$ cat config.mk
export PLATFORM = sky130hd
export DESIGN_NAME = expert_residency_slru_tracker_unit_flat
export DESIGN_NICKNAME = d
export VERILOG_FILES = /design/src/rtl/erst_pkg.sv /design/src/rtl/erst_req_if.sv /design/src/rtl/erst_rsp_if.sv /design/src/rtl/erst_cfg_if.sv /design/src/rtl/expert_residency_slru_tracker_unit.sv /design/src/flat_wrapper.sv
export SDC_FILE = /design/constraint.sdc
export NUM_CORES = 2
export LEC_CHECK = 0
export ABC_AREA = 1
export BUFFER_PORTS_ARGS = -buffer_cell sky130_fd_sc_hd__buf_2
export CAP_MARGIN = 10
export CORE_MARGIN = 5
export CORE_UTILIZATION = 60
export CTS_CLUSTER_DIAMETER = 120
export CTS_CLUSTER_SIZE = 14
export DETAILED_ROUTE_END_ITERATION = 10
export PLACE_DENSITY = 0.76
export SLEW_MARGIN = 20
export SYNTH_ARGS = -nofsm -noshare
export SYNTH_HDL_FRONTEND = slang
export SYNTH_SLANG_ARGS = --single-unit
$ cat constraint.sdc
create_clock -name clk -period 11.8 [get_ports clk]
set_input_delay 2.36 -clock clk [delete_from_list [all_inputs] [get_ports clk]]
set_output_delay 2.36 -clock clk [all_outputs]
set_load 0.02 [all_outputs]
$ cat src/rtl/erst_pkg.sv
// Shared types and constants for the expert residency SLRU tracker.
// Depends on nothing; every other file imports it.
`timescale 1ns / 1ps
package erst_pkg;

    localparam int LAYER_W    = 6;
    localparam int EXPERT_W   = 8;
    localparam int KEY_W      = LAYER_W + EXPERT_W;
    localparam int BUDGET_W   = 6;
    localparam int EPL_W      = 9;
    localparam int CFG_IDX_W  = 2;
    localparam int CFG_DATA_W = 9;

    // Key range limits for accesses
    localparam int MAX_LAYERS  = 64;
    localparam int MAX_EXPERTS = 256;

    // Register reset values
    localparam logic                  POLICY_RST = 1'b0;
    localparam logic [BUDGET_W-1:0]   BUDGET_RST = 6'd16;
    localparam logic [EPL_W-1:0]      EPL_RST    = 9'd8;

    // Reciprocal of 5 for the protected capacity: x/5 == (x*205)>>10 for x < 1024
    localparam int RECIP5     = 205;
    localparam int RECIP5_SH  = 10;

    typedef enum logic [2:0] {
        ACT_HIT     = 3'd0,
        ACT_MISS    = 3'd1,
        ACT_EVICT   = 3'd2,
        ACT_IGNORED = 3'd3,
        ACT_NONE    = 3'd4
    } action_t;

    typedef enum logic [CFG_IDX_W-1:0] {
        REG_POLICY  = 2'd0,
        REG_BUDGET  = 2'd1,
        REG_EXPERTS = 2'd2
    } cfg_reg_t;

    localparam logic REQ_ACCESS = 1'b0;
    localparam logic REQ_SWEEP  = 1'b1;

endpackage

$ cat src/rtl/erst_req_if.sv
// Request channel of the residency tracker: valid/ready plus one request word.
// Depends on erst_pkg.
`timescale 1ns / 1ps
interface erst_req_if;
    import erst_pkg::*;

    logic                valid;
    logic                ready;
    logic                req_type;
    logic [LAYER_W-1:0]  layer;
    logic [EXPERT_W-1:0] expert;

    modport source (output valid, req_type, layer, expert, input ready);
    modport sink   (input valid, req_type, layer, expert, output ready);
endinterface

$ cat src/rtl/erst_rsp_if.sv
// Result channel of the residency tracker: valid/ready plus one result word.
// Depends on erst_pkg.
`timescale 1ns / 1ps
interface erst_rsp_if;
    import erst_pkg::*;

    logic                valid;
    logic                ready;
    action_t             action;
    logic [LAYER_W-1:0]  out_layer;
    logic [EXPERT_W-1:0] out_expert;
    logic                last;

    modport source (output valid, action, out_layer, out_expert, last, input ready);
    modport sink   (input valid, action, out_layer, out_expert, last, output ready);
endinterface

$ cat src/rtl/erst_cfg_if.sv
// Configuration write channel: valid/ready, register index and write data.
// Depends on erst_pkg.
`timescale 1ns / 1ps
interface erst_cfg_if;
    import erst_pkg::*;

    logic                  valid;
    logic                  ready;
    logic [CFG_IDX_W-1:0]  index;
    logic [CFG_DATA_W-1:0] data;

    modport source (output valid, index, data, input ready);
    modport sink   (input valid, index, data, output ready);
endinterface

$ cat src/rtl/expert_residency_slru_tracker_unit.sv
// Top level of the expert residency tracker (LRU / segmented LRU).
// Depends on erst_pkg, erst_req_if, erst_rsp_if and erst_cfg_if.
`timescale 1ns / 1ps
// Tracks which (layer, expert) keys are resident in a store of TRACK_DEPTH slots.
// Keys sit in a one-port-read, one-port-write synchronous memory; recency ranks,
// segment bits and valid bits sit in a row of per-slot cells that shift all ranks
// together. An access scans the key memory one slot a cycle; a miss then fills a
// free slot, a hit unlinks and pushes back the key, a promotion in segmented mode
// adds a capacity check and may demote the protected tail, and a miss on a full
// store first evicts a tail. A sweep evicts probation tails, or demotes the
// protected tail when probation is empty, until the budget holds, then finishes.
// Output back-pressure adds its stall cycles to every word.
// One request is worked at a time; a new request is taken while the last result
// still waits in the output register. No clearing pass is needed after reset.
module expert_residency_slru_tracker_unit #(
    parameter int TRACK_DEPTH = 32
) (
    input  logic       clk,
    input  logic       rst_n,
    erst_req_if.sink   req,
    erst_rsp_if.source rsp,
    erst_cfg_if.sink   cfg
);
    import erst_pkg::*;

    localparam int IW   = $clog2(TRACK_DEPTH);
    localparam int CW   = $clog2(TRACK_DEPTH + 1);
    localparam int CMPW = (CW + 1 > 7) ? CW + 1 : 7;

    typedef enum logic [10:0] {
        S_IDLE    = 11'b000_0000_0001,
        S_SCAN    = 11'b000_0000_0010,
        S_ACC     = 11'b000_0000_0100,
        S_HPUSH   = 11'b000_0000_1000,
        S_HCHK    = 11'b000_0001_0000,
        S_DPUSH   = 11'b000_0010_0000,
        S_EVICT_M = 11'b000_0100_0000,
        S_MISS_IN = 11'b000_1000_0000,
        S_SW      = 11'b001_0000_0000,
        S_EVICT_S = 11'b010_0000_0000,
        S_EMIT    = 11'b100_0000_0000
    } state_t;

    // Configuration registers
    logic                policy_reg;
    logic [BUDGET_W-1:0] budget_reg;
    logic [EPL_W-1:0]    epl_reg;

    assign cfg.ready = 1'b1;

    always_ff @(posedge clk or negedge rst_n)
    begin
        if (!rst_n)
        begin
            policy_reg <= POLICY_RST;
            budget_reg <= BUDGET_RST;
            epl_reg    <= EPL_RST;
        end
        else if (cfg.valid)
        begin
            case (cfg.index)
                REG_POLICY:  policy_reg <= cfg.data[0];
                REG_BUDGET:  budget_reg <= cfg.data[BUDGET_W-1:0];
                REG_EXPERTS: epl_reg    <= cfg.data;
                default:     ;
            endcase
        end
    end

    // Protected capacity = budget*4/5
    logic [15:0]         cap_prod;
    logic [BUDGET_W-1:0] cap;
    assign cap_prod = 16'({budget_reg, 2'b00}) * 16'(RECIP5);
    assign cap      = cap_prod[RECIP5_SH +: BUDGET_W];

    // Control registers
    state_t              state_reg, state_next;
    logic [LAYER_W-1:0]  layer_reg, layer_next;
    logic [EXPERT_W-1:0] expert_reg, expert_next;
    logic                sweep_reg, sweep_next;
    logic [IW:0]         scan_idx_reg, scan_idx_next;
    logic                cmp_vld_reg, cmp_vld_next;
    logic [IW-1:0]       cmp_idx_reg, cmp_idx_next;
    logic                hit_reg, hit_next;
    logic [IW-1:0]       hit_idx_reg, hit_idx_next;
    logic                was_prot_reg, was_prot_next;
    logic [IW-1:0]       victim_reg, victim_next;
    logic                evicted_reg, evicted_next;
    action_t             act_reg, act_next;

    // Output register
    logic                out_valid_reg, out_valid_next;
    action_t             out_act_reg, out_act_next;
    logic [LAYER_W-1:0]  out_layer_reg, out_layer_next;
    logic [EXPERT_W-1:0] out_expert_reg, out_expert_next;
    logic                out_last_reg, out_last_next;
    logic                out_free;

    assign out_free       = !out_valid_reg || rsp.ready;
    assign rsp.valid      = out_valid_reg;
    assign rsp.action     = out_act_reg;
    assign rsp.out_layer  = out_layer_reg;
    assign rsp.out_expert = out_expert_reg;
    assign rsp.last       = out_last_reg;
    assign req.ready      = (state_reg == S_IDLE);

    // Slot cells
    logic [TRACK_DEPTH-1:0] valid_reg;
    logic [TRACK_DEPTH-1:0] prot_reg;
    logic [IW-1:0]          rank_reg [TRACK_DEPTH];
    logic [CW-1:0]          prot_cnt_reg, prob_cnt_reg;

    logic          op_unlink, op_push, op_prot;
    logic [IW-1:0] op_idx;
    logic          u_seg;
    logic [IW-1:0] u_rank;

    assign u_seg  = prot_reg[op_idx];
    assign u_rank = rank_reg[op_idx];

    // Key memory
    logic [KEY_W-1:0] key_mem [TRACK_DEPTH];
    logic [KEY_W-1:0] rd_data_reg;
    logic             mem_we, rd_en;
    logic [IW-1:0]    mem_waddr, rd_addr;

    always_ff @(posedge clk)
    begin
        if (mem_we)
        begin
            key_mem[mem_waddr] <= {layer_reg, expert_reg};
        end
        if (rd_en)
        begin
            rd_data_reg <= key_mem[rd_addr];
        end
    end

    // Segment tails (rank == count-1) and first free slot
    logic          tail0_ok, tail1_ok, free_ok;
    logic [IW-1:0] tail0_idx, tail1_idx, free_idx;

    always_comb
    begin
        tail0_ok  = 1'b0;
        tail1_ok  = 1'b0;
        free_ok   = 1'b0;
        tail0_idx = '0;
        tail1_idx = '0;
        free_idx  = '0;
        for (int j = TRACK_DEPTH - 1; j >= 0; j--)
        begin
            if (valid_reg[j] && !prot_reg[j]
                && CMPW'(rank_reg[j]) + CMPW'(1) == CMPW'(prob_cnt_reg))
            begin
                tail0_ok  = 1'b1;
                tail0_idx = IW'(j);
            end
            if (valid_reg[j] && prot_reg[j]
                && CMPW'(rank_reg[j]) + CMPW'(1) == CMPW'(prot_cnt_reg))
            begin
                tail1_ok  = 1'b1;
                tail1_idx = IW'(j);
            end
            if (!valid_reg[j])
            begin
                free_ok  = 1'b1;
                free_idx = IW'(j);
            end
        end
    end

    logic [CMPW-1:0] total;
    logic            key_match, ignored;
    assign total     = CMPW'(prot_cnt_reg) + CMPW'(prob_cnt_reg);
    assign key_match = cmp_vld_reg && valid_reg[cmp_idx_reg]
                       && rd_data_reg == {layer_reg, expert_reg};
    assign ignored   = budget_reg == '0 || {1'b0, req.expert} >= epl_reg
                       || int'(req.expert) >= MAX_EXPERTS
                       || int'(req.layer) >= MAX_LAYERS;

    // Sequencer
    always_comb
    begin
        state_next      = state_reg;
        layer_next      = layer_reg;
        expert_next     = expert_reg;
        sweep_next      = sweep_reg;
        scan_idx_next   = scan_idx_reg;
        cmp_vld_next    = 1'b0;
        cmp_idx_next    = cmp_idx_reg;
        hit_next        = hit_reg;
        hit_idx_next    = hit_idx_reg;
        was_prot_next   = was_prot_reg;
        victim_next     = victim_reg;
        evicted_next    = evicted_reg;
        act_next        = act_reg;
        out_valid_next  = out_valid_reg && !rsp.ready;
        out_act_next    = out_act_reg;
        out_layer_next  = out_layer_reg;
        out_expert_next = out_expert_reg;
        out_last_next   = out_last_reg;
        op_unlink       = 1'b0;
        op_push         = 1'b0;
        op_prot         = 1'b0;
        op_idx          = '0;
        mem_we          = 1'b0;
        mem_waddr       = '0;
        rd_en           = 1'b0;
        rd_addr         = '0;

        case (state_reg)
            S_IDLE:
            begin
                if (req.valid)
                begin
                    layer_next    = req.layer;
                    expert_next   = req.expert;
                    sweep_next    = req.req_type;
                    hit_next      = 1'b0;
                    evicted_next  = 1'b0;
                    scan_idx_next = '0;
                    if (req.req_type == REQ_SWEEP)
                    begin
                        state_next = S_SW;
                    end
                    else if (ignored)
                    begin
                        act_next   = ACT_IGNORED;
                        state_next = S_EMIT;
                    end
                    else
                    begin
                        state_next = S_SCAN;
                    end
                end
            end

            // Tag scan, one slot a cycle, compare in the cycle after the read
            S_SCAN:
            begin
                if (scan_idx_reg < (IW + 1)'(TRACK_DEPTH))
                begin
                    rd_en         = 1'b1;
                    rd_addr       = scan_idx_reg[IW-1:0];
                    scan_idx_next = scan_idx_reg + 1'b1;
                    cmp_vld_next  = 1'b1;
                    cmp_idx_next  = scan_idx_reg[IW-1:0];
                end
                if (key_match)
                begin
                    hit_next     = 1'b1;
                    hit_idx_next = cmp_idx_reg;
                end
                if (cmp_vld_reg && cmp_idx_reg == IW'(TRACK_DEPTH - 1))
                begin
                    state_next = S_ACC;
                end
            end

            S_ACC:
            begin
                if (hit_reg)
                begin
                    was_prot_next = prot_reg[hit_idx_reg];
                    op_unlink     = 1'b1;
                    op_idx        = hit_idx_reg;
                    state_next    = S_HPUSH;
                end
                else if (free_ok)
                begin
                    mem_we     = 1'b1;
                    mem_waddr  = free_idx;
                    op_push    = 1'b1;
                    op_idx     = free_idx;
                    act_next   = ACT_MISS;
                    state_next = S_EMIT;
                end
                else
                begin
                    victim_next = tail0_ok ? tail0_idx : (tail1_ok ? tail1_idx : '0);
                    rd_en       = 1'b1;
                    rd_addr     = victim_next;
                    state_next  = S_EVICT_M;
                end
            end

            S_HPUSH:
            begin
                op_push  = 1'b1;
                op_idx   = hit_idx_reg;
                op_prot  = policy_reg;
                act_next = ACT_HIT;
                state_next = (policy_reg && !was_prot_reg) ? S_HCHK : S_EMIT;
            end

            // Protected overflow: demote its tail
            S_HCHK:
            begin
                if (CMPW'(prot_cnt_reg) > CMPW'(cap))
                begin
                    victim_next = tail1_idx;
                    op_unlink   = 1'b1;
                    op_idx      = tail1_idx;
                    state_next  = S_DPUSH;
                end
                else
                begin
                    state_next = S_EMIT;
                end
            end

            S_DPUSH:
            begin
                op_push    = 1'b1;
                op_idx     = victim_reg;
                state_next = sweep_reg ? S_SW : S_EMIT;
            end

            S_EVICT_M:
            begin
                if (out_free)
                begin
                    out_valid_next  = 1'b1;
                    out_act_next    = ACT_EVICT;
                    out_layer_next  = rd_data_reg[KEY_W-1 -: LAYER_W];
                    out_expert_next = rd_data_reg[EXPERT_W-1:0];
                    out_last_next   = 1'b0;
                    op_unlink       = 1'b1;
                    op_idx          = victim_reg;
                    state_next      = S_MISS_IN;
                end
            end

            S_MISS_IN:
            begin
                mem_we     = 1'b1;
                mem_waddr  = victim_reg;
                op_push    = 1'b1;
                op_idx     = victim_reg;
                act_next   = ACT_MISS;
                state_next = S_EMIT;
            end

            // Sweep loop: evict probation tails, demote protected tail when empty
            S_SW:
            begin
                if (budget_reg != '0 && total > CMPW'(budget_reg)
                    && (prob_cnt_reg != '0 || prot_cnt_reg != '0))
                begin
                    if (prob_cnt_reg != '0)
                    begin
                        victim_next = tail0_idx;
                        rd_en       = 1'b1;
                        rd_addr     = tail0_idx;
                        state_next  = S_EVICT_S;
                    end
                    else
                    begin
                        victim_next = tail1_idx;
                        op_unlink   = 1'b1;
                        op_idx      = tail1_idx;
                        state_next  = S_DPUSH;
                    end
                end
                else if (evicted_reg)
                begin
                    state_next = S_IDLE;
                end
                else
                begin
                    act_next   = ACT_NONE;
                    state_next = S_EMIT;
                end
            end

            S_EVICT_S:
            begin
                if (out_free)
                begin
                    out_valid_next  = 1'b1;
                    out_act_next    = ACT_EVICT;
                    out_layer_next  = rd_data_reg[KEY_W-1 -: LAYER_W];
                    out_expert_next = rd_data_reg[EXPERT_W-1:0];
                    out_last_next   = total <= CMPW'(budget_reg) + CMPW'(1);
                    op_unlink       = 1'b1;
                    op_idx          = victim_reg;
                    evicted_next    = 1'b1;
                    state_next      = S_SW;
                end
            end

            // Final word of the request
            S_EMIT:
            begin
                if (out_free)
                begin
                    out_valid_next  = 1'b1;
                    out_act_next    = act_reg;
                    out_layer_next  = (act_reg == ACT_NONE) ? '0 : layer_reg;
                    out_expert_next = (act_reg == ACT_NONE) ? '0 : expert_reg;
                    out_last_next   = 1'b1;
                    state_next      = S_IDLE;
                end
            end

            default:
            begin
                state_next = S_IDLE;
            end
        endcase
    end

    // Control and output registers
    always_ff @(posedge clk or negedge rst_n)
    begin
        if (!rst_n)
        begin
            state_reg     <= S_IDLE;
            cmp_vld_reg   <= 1'b0;
            hit_reg       <= 1'b0;
            evicted_reg   <= 1'b0;
            out_valid_reg <= 1'b0;
        end
        else
        begin
            state_reg     <= state_next;
            cmp_vld_reg   <= cmp_vld_next;
            hit_reg       <= hit_next;
            evicted_reg   <= evicted_next;
            out_valid_reg <= out_valid_next;
        end
    end

    always_ff @(posedge clk)
    begin
        layer_reg      <= layer_next;
        expert_reg     <= expert_next;
        sweep_reg      <= sweep_next;
        scan_idx_reg   <= scan_idx_next;
        cmp_idx_reg    <= cmp_idx_next;
        hit_idx_reg    <= hit_idx_next;
        was_prot_reg   <= was_prot_next;
        victim_reg     <= victim_next;
        act_reg        <= act_next;
        out_act_reg    <= out_act_next;
        out_layer_reg  <= out_layer_next;
        out_expert_reg <= out_expert_next;
        out_last_reg   <= out_last_next;
    end

    // Slot cells: unlink closes the rank gap, push shifts the segment back
    always_ff @(posedge clk or negedge rst_n)
    begin
        if (!rst_n)
        begin
            valid_reg    <= '0;
            prot_reg     <= '0;
            prot_cnt_reg <= '0;
            prob_cnt_reg <= '0;
            for (int j = 0; j < TRACK_DEPTH; j++)
            begin
                rank_reg[j] <= '0;
            end
        end
        else
        begin
            for (int j = 0; j < TRACK_DEPTH; j++)
            begin
                if (op_unlink)
                begin
                    if (IW'(j) == op_idx)
                    begin
                        valid_reg[j] <= 1'b0;
                    end
                    else if (valid_reg[j] && prot_reg[j] == u_seg && rank_reg[j] > u_rank)
                    begin
                        rank_reg[j] <= rank_reg[j] - 1'b1;
                    end
                end
                else if (op_push)
                begin
                    if (IW'(j) == op_idx)
                    begin
                        valid_reg[j] <= 1'b1;
                        prot_reg[j]  <= op_prot;
                        rank_reg[j]  <= '0;
                    end
                    else if (valid_reg[j] && prot_reg[j] == op_prot)
                    begin
                        rank_reg[j] <= rank_reg[j] + 1'b1;
                    end
                end
            end
            if (op_unlink)
            begin
                if (u_seg && prot_cnt_reg != '0)
                begin
                    prot_cnt_reg <= prot_cnt_reg - 1'b1;
                end
                else if (!u_seg && prob_cnt_reg != '0)
                begin
                    prob_cnt_reg <= prob_cnt_reg - 1'b1;
                end
            end
            else if (op_push)
            begin
                if (op_prot)
                begin
                    prot_cnt_reg <= prot_cnt_reg + 1'b1;
                end
                else
                begin
                    prob_cnt_reg <= prob_cnt_reg + 1'b1;
                end
            end
        end
    end

    // Checks
    a_cnt_match: assert property (@(posedge clk) disable iff (!rst_n)
        $countones(valid_reg) == int'(prot_cnt_reg) + int'(prob_cnt_reg))
        else $error("segment counts disagree with valid slots");

    a_cnt_bound: assert property (@(posedge clk) disable iff (!rst_n)
        int'(prot_cnt_reg) + int'(prob_cnt_reg) <= TRACK_DEPTH)
        else $error("resident count exceeds store depth");

    a_no_wr_scan: assert property (@(posedge clk) disable iff (!rst_n)
        state_reg == S_SCAN |-> !mem_we)
        else $error("key memory written during tag scan");

    a_one_op: assert property (@(posedge clk) disable iff (!rst_n)
        !(op_unlink && op_push))
        else $error("unlink and push in the same cycle");

endmodule

$ cat src/flat_wrapper.sv
// flat-port wrapper written by rule: the top's interface ports become plain ports
module expert_residency_slru_tracker_unit_flat import erst_pkg::*;
#(
    parameter int TRACK_DEPTH = 32
)
  (clk, rst_n, req_valid, req_req_type, req_layer, req_expert, req_ready, rsp_valid, rsp_action, rsp_out_layer, rsp_out_expert, rsp_last, rsp_ready, cfg_valid, cfg_index, cfg_data, cfg_ready);
  erst_req_if req_i ();
  erst_rsp_if rsp_i ();
  erst_cfg_if cfg_i ();
  input  logic clk;
  input  logic rst_n;
  input wire logic [$bits(req_i.valid)-1:0] req_valid;
  input wire logic [$bits(req_i.req_type)-1:0] req_req_type;
  input wire logic [$bits(req_i.layer)-1:0] req_layer;
  input wire logic [$bits(req_i.expert)-1:0] req_expert;
  output wire logic [$bits(req_i.ready)-1:0] req_ready;
  output wire logic [$bits(rsp_i.valid)-1:0] rsp_valid;
  output wire logic [$bits(rsp_i.action)-1:0] rsp_action;
  output wire logic [$bits(rsp_i.out_layer)-1:0] rsp_out_layer;
  output wire logic [$bits(rsp_i.out_expert)-1:0] rsp_out_expert;
  output wire logic [$bits(rsp_i.last)-1:0] rsp_last;
  input wire logic [$bits(rsp_i.ready)-1:0] rsp_ready;
  input wire logic [$bits(cfg_i.valid)-1:0] cfg_valid;
  input wire logic [$bits(cfg_i.index)-1:0] cfg_index;
  input wire logic [$bits(cfg_i.data)-1:0] cfg_data;
  output wire logic [$bits(cfg_i.ready)-1:0] cfg_ready;
  assign req_i.valid = req_valid;
  assign req_i.req_type = req_req_type;
  assign req_i.layer = req_layer;
  assign req_i.expert = req_expert;
  assign req_ready = req_i.ready;
  assign rsp_valid = rsp_i.valid;
  assign rsp_action = rsp_i.action;
  assign rsp_out_layer = rsp_i.out_layer;
  assign rsp_out_expert = rsp_i.out_expert;
  assign rsp_last = rsp_i.last;
  assign rsp_i.ready = rsp_ready;
  assign cfg_i.valid = cfg_valid;
  assign cfg_i.index = cfg_index;
  assign cfg_i.data = cfg_data;
  assign cfg_ready = cfg_i.ready;
  expert_residency_slru_tracker_unit #(.TRACK_DEPTH(TRACK_DEPTH)) u_core (.clk(clk), .rst_n(rst_n), .req(req_i), .rsp(rsp_i), .cfg(cfg_i));
endmodule
==> flow_summary.json <==
{
  "ff2ff_path_depth": 55,
  "n_fill_cell": 7793,
  "final-setup-viol-count": 0,
  "endpoint_kind": "flip-flop",
  "ir_worst_vdd_uv": 229,
  "synth_fp_nets": 7307,
  "grt_pass1_vias": 48300,
  "cp_max_fo": 22,
  "fmax_ghz": 0.0983,
  "crit_type": "flip-flop to flip-flop",
  "holdBufCountCts": 0,
  "synth_seq_area_share_pct": 40.7,
  "port_buffers": 50,
  "synth-main-ff-cell": "edfxtp_1",
  "netlist_instances": 6975,
  "final_cells": 8108,
  "crit_path_frequent_cell": "nand2_1",
  "hold_path_depth": 1,
  "finClkSkew_ps": 43.6,
  "setup-tns-final_ps": 0,
  "stdcell_area_sq_um": 58000,
  "worst_pin_slew_ps": 1210,
  "avgSynthCellArea_sq_um": 7.85,
  "slowest_stage": "clkinv_1",
  "gr-total-overflow": 0,
  "largest_reg_flops": 448,
  "dp_hpwl_um": 137000,
  "synth_compound_area_share_pct": 13.6,
  "dpl_cell_area_sq_um": 56100,
  "synthesis.area_sq_um": 54800,
  "grt_start_max_net_pins": 156,
  "report.final.slew_viol_count": 0,
  "rr_endpoint": "u_core.rank_reg[48]",
  "yosysWarnings": 0,
  "wl_per_cell_um": 24.9,
  "drt_iter0_markers": 8671,
  "synth_xor_area_share_pct": 4.74,
  "clockRootBuffer": "clkbuf_16",
  "cts.htree.levels": 3,
  "yosys.cell_types.count": 77,
  "multi_input_area_sq_um": 27900,
  "yosys-mux-area-fraction_pct": 0.0206,
  "drive_gt1_share_pct": 6.23,
  "synth-simple-area-share_pct": 25.4,
  "synth_edf_count": 520,
  "slew_headroom_pct": 19.2,
  "met2_length_um": 80000,
  "wl_met3_um": 31000,
  "start_util_pct": 60.7,
  "num_rows": 110,
  "cts_buffers": 66,
  "clock-sinks": 787,
  "synth_top_cell_by_area": "edfxtp_1",
  "final.setup.worst_slack_ps": 1630,
  "worst_hold_path_type": "flip-flop to flip-flop",
  "holdCritStartpoint": "u_core.was_prot_reg",
  "io_pins": 52,
  "cts_max_path_buffers": 3,
  "fin_crit_sh_pct": 86.2,
  "dpl.cell_count": 7995,
  "p_leak_nw": 25.9,
  "globalplace.congestion": 1.06,
  "highest_layer": "met5",
  "seqCellArea_sq_um": 22300,
  "hold_end": "u_core.state_reg[4]",
  "via_per_inst": 6.49,
  "critical-path-max-stage-delay_ps": 870,
  "worstSkewPairLatency_ps": 680,
  "async_flop_share_pct": 33.9,
  "postCtsSetupBuffers": 0,
  "finalCriticalPeriod_ps": 10170,
  "synth_top_area_share_pct": 28.5,
  "totalWireLength_um": 202000,
  "ctsResizeCount": 0,
  "drcViolationCount": 0,
  "p_per_area_nw_per_um2": 210,
  "die_x_um": 312,
  "synth.top_cells.by_area": "edfxtp_1 29%, dfrtp_1 12%, nand2_1 9.9%, nand3_1 7.0%, ha_1 6.7%",
  "post-place-ws_ps": 2170,
  "track_usage_pct": 40.1,
  "critical_path_arrival_ps": 10730,
  "synth_fa_ha_area_share_pct": 7.00,
  "rsz0062_at_grt": "false",
  "netlist_top_cells_count": "1,438 x nand2_1, 821 x inv_1, 763 x nand3_1",
  "worst_setup_path_start_kind": "flip-flop",
  "status": "complete, no violations",
  "nNetsFinal": 7219,
  "hold_viol": 0,
  "dieArea_sq_um": 97400,
  "synth_top_family_by_area": "simple AND/OR/NAND/NOR gates",
  "die_y_um": 312,
  "path_clk_slew_ps": 80,
  "antenna_found_initial": 6,
  "ant_nets": 0,
  "grt_pass1_wl_um": 300000,
  "cap_violations": 0,
  "first_pass_iters": 10,
  "synth-seq-cells": 787,
  "rr_startpoint": "u_core.prot_cnt_reg[3]",
  "core_area_sq_um": 90300,
  "vias": 52600,
  "wl_met1_um": 80500,
  "rrSetupSlack_ps": 1630,
  "synth.most_common_cell": "nand2_1",
  "cp_data_required_time_ps": 12360,
  "cts_tree": "yes",
  "synthToLayoutAreaGrowth_pct": 5.96
}
worst max-delay path: cells and delay by family, from the launching register on:
kind | cells | cell delay [ps]
compound gates | 6 | 1680
fa+ha+maj | 1 | 390
buf+inv | 5 | 1900
flops | 1 | 770
simple gates | 43 | 5270
per-layer routing:
metal	global-route usage, %	up-vias
met5	0	-
met4	16.0	4
met3	12.3	689
met2	55.3	3803
met1	58.9	24500
li1	-	23600
metrics by stage:
stage                     total power [mW]  hold slack [ps]  util, %
final                                 12.2              456     64.3
after global routing                  12.9              476     64.3
after CTS                             11.9              459     64.3
after detailed placement              9.76              429     62.1
after global placement                9.59              435     62.1
after floorplan                       7.77              405        -
cell type report:
| class | instances | share of cell area, % |
|---|---|---|
| Antenna cell | 3 | 0.0129 |
| Clock buffer | 101 | 3.09 |
| Clock inverter | 9 | 0.269 |
| Inverter | 849 | 5.51 |
| Multi-Input combinational cell | 5022 | 48.1 |
| Sequential cell | 787 | 38.4 |
| Tap cell | 1176 | 2.54 |
| Timing Repair Buffer | 161 | 2.00 |
power breakdown:
group / switching, mW / total [mW] / internal [mW] / leakage [nW]
Clock: 1.07 / 2.16 / 1.09 / 0.933
Combinational: 4.26 / 6.25 / 1.98 / 17.0
Sequential: 0.455 / 3.77 / 3.31 / 7.97
Total: 5.79 / 12.2 / 6.38 / 25.9
placed cells by master (no fill, tap or decap), types with 8 or more instances in the layout:
master and instances:
o21bai_1 27, inv_2 21, o31ai_1 43, o22ai_1 132
nor2_2 23, a21oi_1 308, xnor2_1 19, o21ai_0 395
inv_1 819, ha_1 292, nor2_1 588, a221oi_1 14
nand4_1 110, nor3_1 102, fa_1 9, a211oi_1 8
o211ai_1 137, buf_2 49, nor4_1 35, or2_2 12
clkbuf_16 66, clkbuf_1 34, o21ai_1 31, nand3_2 8
nor3_2 15, buf_4 106, nand2_1 1435, nand3_1 760
o221ai_1 24, o2111ai_1 21, dfrtp_2 8, dfrtp_1 256
xor2_1 268, a31oi_1 21, nand2_2 68, edfxtp_1 520
a2111oi_0 34
how the worst max path moves through the flow:
stage	start	end	slack (ps)	depth (start not counted)
6_report	u_core.prot_cnt_reg[3]	u_core.rank_reg[48]	1630	55
5_1_grt	u_core.budget_reg[4]	u_core.rank_reg[102]	1200	42
4_1_cts	u_core.budget_reg[4]	u_core.rank_reg[48]	2040	40
3_5_place_dp	u_core.budget_reg[4]	u_core.rank_reg[111]	2170	43
3_3_place_gp	u_core.budget_reg[4]	u_core.rank_reg[45]	2260	40
2_1_floorplan	u_core.budget_reg[4]	u_core.rank_reg[9]	3150	38
kinds of logic (layout without fill, tap and decap cells):
logic type | after synthesis | in the layout
other | 1 | 4
flip-flops | 787 | 787
AND/OR/NAND/NOR | 3189 | 3189
adder cells (fa/ha/maj) | 301 | 301
AO/OA/AOI/OAI | 1238 | 1238
multiplexers | 1 | 1
XOR/XNOR | 292 | 292
buffers and inverters | 1166 | 1120
Note: power is estimated with default switching activity, not from simulation.
